**src/hdl/wvs_pkg.sv**
```systemverilog
`timescale 1ns / 1ps

package wvs_pkg;

  localparam int unsigned VERTEX_COUNT = 4096;
  localparam int unsigned VTX_AW = (VERTEX_COUNT > 1) ? $clog2(VERTEX_COUNT) : 1;
  localparam int unsigned MAT_ENTRIES = 12;

  typedef enum logic [1:0] {
    OP_LOAD  = 2'd0,
    OP_ACCUM = 2'd1,
    OP_WRITE = 2'd2,
    OP_READ  = 2'd3
  } opcode_e;

  typedef struct packed {
    opcode_e            opcode;
    logic [11:0]        target_index;
    logic signed [31:0] coord_x;
    logic signed [31:0] coord_y;
    logic signed [31:0] coord_z;
    logic [16:0]        blend_weight;
  } req_t;

  typedef struct packed {
    logic signed [31:0] result_x;
    logic signed [31:0] result_y;
    logic signed [31:0] result_z;
    logic               saturated;
  } rsp_t;

  typedef enum logic [2:0] {
    ST_CLEAR,
    ST_IDLE,
    ST_DISPATCH,
    ST_FETCH,
    ST_CALC,
    ST_WRITEBACK,
    ST_RESP
  } state_e;

  // one row of the transform runs through these steps in order
  typedef enum logic [3:0] {
    MAC_IDLE,
    MAC_MUL_COORD,
    MAC_LOAD_MUL,
    MAC_ADD_MUL,
    MAC_ADD,
    MAC_BIAS,
    MAC_MUL_TLO,
    MAC_LOAD_MUL_THI,
    MAC_ADD_HI,
    MAC_CLAMP
  } mac_op_e;

  typedef struct packed {
    mac_op_e    op;
    logic [1:0] col;
  } mac_ctrl_t;

endpackage

```
**src/hdl/wvs_mac.sv**
```systemverilog
`timescale 1ns / 1ps

module wvs_mac (
  input  logic               clk_i,
  input  wvs_pkg::mac_ctrl_t ctrl_i,
  input  logic signed [31:0] mat_i,
  input  logic signed [31:0] coord_x_i,
  input  logic signed [31:0] coord_y_i,
  input  logic signed [31:0] coord_z_i,
  input  logic [16:0]        weight_i,
  input  logic signed [31:0] stored_i,
  output logic signed [31:0] sum_o,
  output logic               sat_o
);

  localparam int unsigned MulW  = 33;
  localparam int unsigned ProdW = 2 * MulW;
  localparam int unsigned AccW  = 68;
  localparam int unsigned TW    = 50;

  localparam logic signed [AccW-1:0] VMax = AccW'(32'sh7FFF_FFFF);
  localparam logic signed [AccW-1:0] VMin = AccW'($signed(32'h8000_0000));

  logic signed [MulW-1:0]  mul_a;
  logic signed [MulW-1:0]  mul_b;
  logic signed [MulW-1:0]  w_ext;
  logic signed [31:0]      coord_sel;
  logic signed [ProdW-1:0] prod_d, prod_q;
  logic signed [AccW-1:0]  acc_q;
  logic signed [TW-1:0]    t_q;
  logic signed [AccW-1:0]  v_sum;

  assign w_ext = $signed({16'd0, weight_i});

  always_comb begin
    unique case (ctrl_i.col)
      2'd0:    coord_sel = coord_x_i;
      2'd1:    coord_sel = coord_y_i;
      2'd2:    coord_sel = coord_z_i;
      default: coord_sel = '0;
    endcase
  end

  always_comb begin
    mul_a = '0;
    mul_b = '0;
    unique case (ctrl_i.op)
      wvs_pkg::MAC_MUL_COORD, wvs_pkg::MAC_LOAD_MUL, wvs_pkg::MAC_ADD_MUL: begin
        mul_a = MulW'(mat_i);
        mul_b = MulW'(coord_sel);
      end
      // t is split as t_hi * 2^32 + t_lo, t_lo unsigned
      wvs_pkg::MAC_MUL_TLO: begin
        mul_a = $signed({1'b0, t_q[31:0]});
        mul_b = w_ext;
      end
      wvs_pkg::MAC_LOAD_MUL_THI: begin
        mul_a = MulW'($signed(t_q[TW-1:32]));
        mul_b = w_ext;
      end
      default: ;
    endcase
  end

  assign prod_d = mul_a * mul_b;

  always_ff @(posedge clk_i) begin
    unique case (ctrl_i.op)
      wvs_pkg::MAC_MUL_COORD, wvs_pkg::MAC_MUL_TLO: begin
        prod_q <= prod_d;
      end
      wvs_pkg::MAC_LOAD_MUL, wvs_pkg::MAC_LOAD_MUL_THI: begin
        prod_q <= prod_d;
        acc_q  <= AccW'(prod_q);
      end
      wvs_pkg::MAC_ADD_MUL: begin
        prod_q <= prod_d;
        acc_q  <= acc_q + AccW'(prod_q);
      end
      wvs_pkg::MAC_ADD: begin
        acc_q <= acc_q + AccW'(prod_q);
      end
      wvs_pkg::MAC_BIAS: begin
        t_q <= TW'((acc_q >>> 16) + AccW'(mat_i));
      end
      wvs_pkg::MAC_ADD_HI: begin
        acc_q <= acc_q + (AccW'(prod_q) <<< 32);
      end
      default: ;
    endcase
  end

  // arithmetic shift gives floor division by 2^16
  assign v_sum = AccW'(stored_i) + (acc_q >>> 16);

  always_comb begin
    sat_o = 1'b0;
    sum_o = v_sum[31:0];
    if (v_sum > VMax) begin
      sat_o = 1'b1;
      sum_o = 32'sh7FFF_FFFF;
    end else if (v_sum < VMin) begin
      sat_o = 1'b1;
      sum_o = $signed(32'h8000_0000);
    end
  end

endmodule
```
**config.mk**
```make
export PLATFORM = sky130hd
export DESIGN_NAME = wvs_mac
export DESIGN_NICKNAME = d
export VERILOG_FILES = /design/src/hdl/wvs_pkg.sv /design/src/hdl/wvs_mac.sv
export SDC_FILE = /design/constraint.sdc
export NUM_CORES = 2
export LEC_CHECK = 0
export BUFFER_PORTS_ARGS = -buffer_cell sky130_fd_sc_hd__buf_4
export CAP_MARGIN = 5
export CORE_UTILIZATION = 55
export CTS_BUF_LIST = sky130_fd_sc_hd__clkbuf_2 sky130_fd_sc_hd__clkbuf_4 sky130_fd_sc_hd__clkbuf_8
export CTS_CLUSTER_DIAMETER = 50
export DETAILED_ROUTE_END_ITERATION = 10
export PLACE_DENSITY = 0.76
export SETUP_SLACK_MARGIN = 0.4
export SYNTH_ARGS = -nofsm -noshare
export SYNTH_HDL_FRONTEND = slang
export SYNTH_SLANG_ARGS = --single-unit
```
**constraint.sdc**
```tcl
create_clock -name clk_i -period 10.8 [get_ports clk_i]
set_input_delay 2.16 -clock clk_i [delete_from_list [all_inputs] [get_ports clk_i]]
set_output_delay 2.16 -clock clk_i [all_outputs]
set_load 0.02 [all_outputs]
```
Yosys cells after proc, flatten, opt, wreduce, memory -nomap -nowiden

Index checks and enable logic that the tools add are counted.

Add/sub/neg operators: 4
Multipliers: 1
Magnitude comparators: 2
Equality and inequality tests: 10
Multiplexer cells: 8
Reductions and logical operators: 7

Operators by type and width:

| cell                                                                              | count |
|---|---|
| 68-bit one-hot mux with 3 select lines                                            | 1 |
| 33-bit one-hot mux with 3 select lines                                            | 1 |
| 32-bit one-hot mux with 3 select lines                                            | 1 |
| 68-bit by 66-bit adder with 68-bit output                                         | 1 |
| 68-bit adder                                                                      | 1 |
| 33-bit by 33-bit multiplier with 66-bit output                                    | 1 |
| 33-bit one-hot mux with 2 select lines                                            | 1 |
| 32-bit two-way mux                                                                | 2 |
| 32-bit by 52-bit adder with 53-bit output                                         | 1 |
| 53-bit by 32-bit greater-than comparator with 1-bit output, second input constant | 1 |
| 53-bit by 32-bit less-than comparator with 1-bit output, second input constant    | 1 |
| 50-bit by 32-bit adder with 50-bit output                                         | 1 |
| 4-bit by 3-bit equality test with 1-bit output, second input constant             | 4 |
| 4-bit by 2-bit equality test with 1-bit output, second input constant             | 2 |
| 2-bit OR reduction                                                                | 3 |
| 5-bit OR reduction                                                                | 1 |
| 4-bit by 1-bit equality test with 1-bit output, second input constant             | 1 |
| 4-bit equality test, second input constant                                        | 1 |
| 3-bit nonzero test                                                                | 1 |
| 3-bit OR reduction                                                                | 1 |
| 2-bit by 1-bit equality test with 1-bit output, second input constant             | 1 |
| 2-bit equality test, second input constant                                        | 1 |
| 2-bit zero test                                                                   | 1 |
| 1-bit two-way mux                                                                 | 2 |

Bits in registers: 184
Input bits: 184
Output and inout bits: 33
Word-level logic and storage cells: 35

Depth between registers and ports, before layout

Depth in word-level cells: 4
Depth in mapped cells: 37
Mapped depth without buffers: 32

Worst setup path after synthesis

No wires, ideal clock.

Path kind: input to register
From: input port ctrl_i[3] (netlist name)
To: register prod_q[63], data pin
Setup time: 258 ps
Arrival time: 11021 ps
Data required time: 10542 ps
Slack: -479 ps
Stages: 32
Buffers on the path: 4
Path through: clkbuf_1 nor2_1 nor3_1 clkbuf_1 clkbuf_1 a221oi_1 clkbuf_1 nor2_1 fa_1 inv_1 fa_1 fa_1 fa_1 inv_1 fa_1 fa_1 fa_1 inv_1 fa_1 inv_1 ha_1 a21o_1 a21o_1 a2111oi_0 o21ai_0 o211ai_1 a31oi_1 o32a_1 a22o_1 a221o_1 a21oi_1 xnor2_1

Word-level cells in the longest chain between the ends: 4
Elaborated cells on any way between the ends: 10
Classes of those cells: 1 x mul; 5 x eq/ne; 2 x mux; 2 x reduce/logical

Ends and longest elaborated chain:

| element                                                                                                 | line          | RTL |
|---|---|---|
| start, declared                                                                                         | wvs_mac.sv:5  | `input wvs_pkg::mac_ctrl_t ctrl_i,` |
| 4-bit by 2-bit equality test with 1-bit output, or another cell as far along                            | wvs_mac.sv:47 | `unique case (ctrl_i.op)` |
| 3-bit OR reduction / 2-bit OR reduction (equally long branches)                                         | -             |  |
| 33-bit one-hot mux with 3 select lines / 33-bit one-hot mux with 2 select lines (equally long branches) | wvs_mac.sv:47 |  |
| 33-bit by 33-bit multiplier with 66-bit output (*)                                                      | wvs_mac.sv:65 | `assign prod_d = mul_a * mul_b;` |
| named net prod_d[63]                                                                                    | wvs_mac.sv:28 | `logic signed [ProdW-1:0] prod_d, prod_q;` |
| end signal, assigned                                                                                    | wvs_mac.sv:70 | `prod_q <= prod_d;` |
| end signal, assigned                                                                                    | wvs_mac.sv:73 | `prod_q <= prod_d;` |
| end signal, assigned                                                                                    | wvs_mac.sv:77 | `prod_q <= prod_d;` |
| end, declared                                                                                           | wvs_mac.sv:28 |  |

The timed path passes the listed nets; every way through them passes the cells marked *.
A chain may end at the register's enable or synchronous reset.

Worst setup path after layout

From: input port ctrl_i[4] (netlist name)
To: register prod_q[63], data pin

The elaborated chain is that of the path after synthesis.

==> impl_metrics.py <==
metrics = {
    "status": {
        "status": "finished clean",
    },
    "clock_network": {
        "cts_root_buf": "clkbuf_8",
        "numCtsBuffers": 17,
        "h-tree-depth": 4,
        "cts.clk_slew.worst_paths_ns": 0.12,
        "cts_tree": "done",
        "cts_hold_buf": 0,
        "clk_path_buf_depth": 2,
        "clk_latency_ns": 0.53,
        "cts.sinks": 184,
    },
    "synthesis": {
        "synth_mux_area_share_pct": 1.034,
        "synth-xor-area-share_pct": 3.343,
        "synth_edf_count": 184,
        "synth.yosys.warnings": 0,
        "async_reset_ff_share_pct": 0,
        "synth-compound-area-share_pct": 12.87,
        "synth_area_leader_cell": "fa_1",
        "avgSynthCellArea_um2": 8.714,
        "synth-seq-area-share_pct": 9.458,
        "syn_nets": 8457,
        "synth_ff_type": "edfxtp_1",
        "synth_area_leaders": "fa_1 39%, edfxtp_1 9.5%, ha_1 9.0%",
        "yosys_register_bits": 184,
        "synthCells": 6704,
        "synthSimpleGateAreaFrac_pct": 14.32,
        "syn_area_um2": 58420,
        "ys_types": 96,
        "yosys.area_share.adder_pct": 48.37,
        "synth_top_area_share_pct": 39.37,
        "synth_top_family_by_area": "adder cells",
    },
    "floorplanning": {
        "dieHeight_um": 327.9,
        "initial_core_util_pct": 55.50,
        "pin_count": 217,
        "die_area_um2": 107500,
        "coreArea_um2": 105300,
        "die_w_um": 327.9,
        "placementRows": 119,
    },
    "timing": {
        "fmax_mhz": 93.68,
        "fin_ws_ns": 0.1256,
        "finalClockSkew_ns": 0.02891,
        "report.final.hold_viol_count": 0,
        "rsz0062_at_grt": "true",
        "slew_headroom_pct": 20.35,
        "setup_viol": 0,
        "drv_slew": 0,
        "fin_crit_sh_pct": 98.84,
        "setup-tns-final_ns": 0,
        "tightest_slew_ns": 1.191,
        "hold_slack_ns": 0.6239,
        "period_needed_ns": 10.67,
    },
    "critical_path": {
        "worstRegToRegCells": 32,
        "critPathKind": "input pin to flop",
        "reg2reg_setup_slack_ns": 1.77,
        "crit_start": "ctrl_i[4]",
        "crit-reg2reg-launch": "t_q[49]",
        "cp_slowest_cell": "fa_1",
        "cp_max_fo": 19,
        "critPathRequiredTime_ns": 11.10,
        "cpMostUsedCell": "fa_1",
        "cp-end-kind": "flop",
        "crit_path_end": "prod_q[63]",
        "worstReg2RegEnd": "prod_q[63]",
        "arrival_ns": 10.97,
        "cpPeakStageDelay_ns": 0.54,
        "start_kind": "input pin",
    },
    "pwr": {
        "leakage_nw": 34.03,
        "irDropWorstVdd_uv": 77.82,
        "pwr_density_cell_nw_per_um2": 89.79,
        "report.power.total_mw": 6.268,
    },
    "layout": {
        "nets": 9146,
        "finish.utilization_pct": 66.32,
        "layout-drive-gt1-share_pct": 17.27,
        "area_growth_pct": 19.51,
        "nFillCells": 8444,
    },
    "global_route": {
        "globalRouteTotalUtil_pct": 38.75,
        "first_global_vias": 53260,
        "grt_max_degree": 67,
        "antenna_found_initial": 8,
        "grt_overflow_total": 0,
        "grt_pass1_wl_um": 311900,
    },
    "placement": {
        "hpwlAfterDp_um": 177900,
        "port_buffers": 216,
        "pre_cts_slack_ns": -0.5865,
        "gp_congestion": 1.051,
    },
    "drt": {
        "ant_nets": 0,
        "routed_wl_um": 210900,
        "via_count": 52060,
        "drc": 0,
        "first_pass_iters": 8,
        "drt-wirelength-per-cell_um": 23.96,
        "viasPerCell": 5.915,
        "first_iter_violations": 4966,
    },
    "flow_run": {
        "drv_cap": 0,
    },
    "hold_path": {
        "hold_path_class": "flop to flop",
    },
}
-- logic make-up (layout without fill, tap and decap cells) --
family	Yosys count	count (layout)
AOI/OAI and AO/OA	1123	1123
DFF	184	184
adders and majority gates	1569	1569
muxes	60	60
other	0	4
xor gates and xnor gates	223	223
buffers and inverters	1636	2337
and+or+nand+nor	1909	1910
-- stage by stage --
step                      instances  cell area (um2)
after floorplan                6704            58890
after global placement         8694            67740
after detailed placement       8694            67740
after CTS                      8738            68390
after global routing           8799            69810
final                          8801            69820
-- worst min-delay path by stage --
stage,cells past startpoint,end,start,slack [ns]
after floorplan,2,acc_q[37],prod_q[37],0.54
after global placement,1,acc_q[48],prod_q[48],0.60
after detailed placement,1,acc_q[48],prod_q[48],0.61
after CTS,1,acc_q[48],prod_q[48],0.63
after global routing,1,acc_q[48],prod_q[48],0.66
final,1,acc_q[48],prod_q[48],0.62
-- final cells by class --
| type | instances | area (um2) | area share, % |
|---|---|---|---|
| diodes | 4 | 10.01 | 0.01434 |
| clock buffers | 17 | 234.0 | 0.3351 |
| clock inverters | 15 | 198.9 | 0.2850 |
| inverters | 1310 | 4921 | 7.049 |
| multi-input cells | 4885 | 47740 | 68.38 |
| flip-flops and latches | 184 | 5525 | 7.914 |
| well taps | 1391 | 1740 | 2.493 |
| repair buffers | 995 | 9447 | 13.53 |
-- worst max-delay path: cells and delay by family --
family                   cells  cell delay [ns]
adder cells (fa/ha/maj)      9             4.31
buffers and inverters       10             1.37
AND/OR/NAND/NOR              3             0.56
AO/OA/AOI/OAI               11             2.43
XOR/XNOR                     1             0.07
-- cells in the mapped netlist (23+ instances only) --
cell type and n:
nand2_1 581, inv_1 1310, ha_1 420, nor3_1 56, a21oi_1 256, a21o_1 161
nand3_1 98, and3_1 41, mux2i_1 57, a31oi_1 42, xor2_1 72, or2_2 35
nor2b_1 38, o31ai_1 35, xnor2_1 151, o211ai_1 31, o21a_1 48, fa_1 1149
a211oi_1 25, and2_1 35, nand4_1 46, a22oi_1 42, a221oi_1 23, o21bai_1 56
clkbuf_1 284, nand2b_1 60, o21ai_0 233, nor2_1 836, edfxtp_1 184
-- registers in the layout (all words and copies together), names as in the netlist --
signal and cells:
acc_q 68, t_q 50, prod_q 66
-- cell usage in the layout (no fill, tap or decap), drive strengths merged, types with 57 or more instances in the layout --
cell,n
a21o,161
a21oi,257
buf,984
edfxtp,184
fa,1149
ha,420
inv,1315
mux2i,57
nand2,581
nand2b,60
nand3,98
nor2,836
o21ai,247
xnor2,151
xor2,72
-- report_power, final --
| group | switching [mW] | internal [mW] | total (mW) |
|---|---|---|---|
| clock | 0.317 | 0.200 | 0.517 |
| sequential | 0.191 | 0.969 | 1.16 |
| combinational | 2.69 | 1.91 | 4.59 |
-- layer usage --
metal / vias up / wire length [um] / global-route usage [%]
met2: 2987 / 93740 / 61.44
li1: 22690 / - / -
met4: 10 / 14930 / 21.81
met5: - / 64 / 0
met1: 25690 / 77580 / 48.68
met3: 680 / 24550 / 9.354
-- repair_timing --
item	4_1_cts	5_1_grt
buffers inserted	11	46
endpoints found under the setup margin	18	23
gates resized for setup	21	175
pin swaps	0	113
cloned	1	13
No activity file was read; power rests on OpenSTA's default activity.
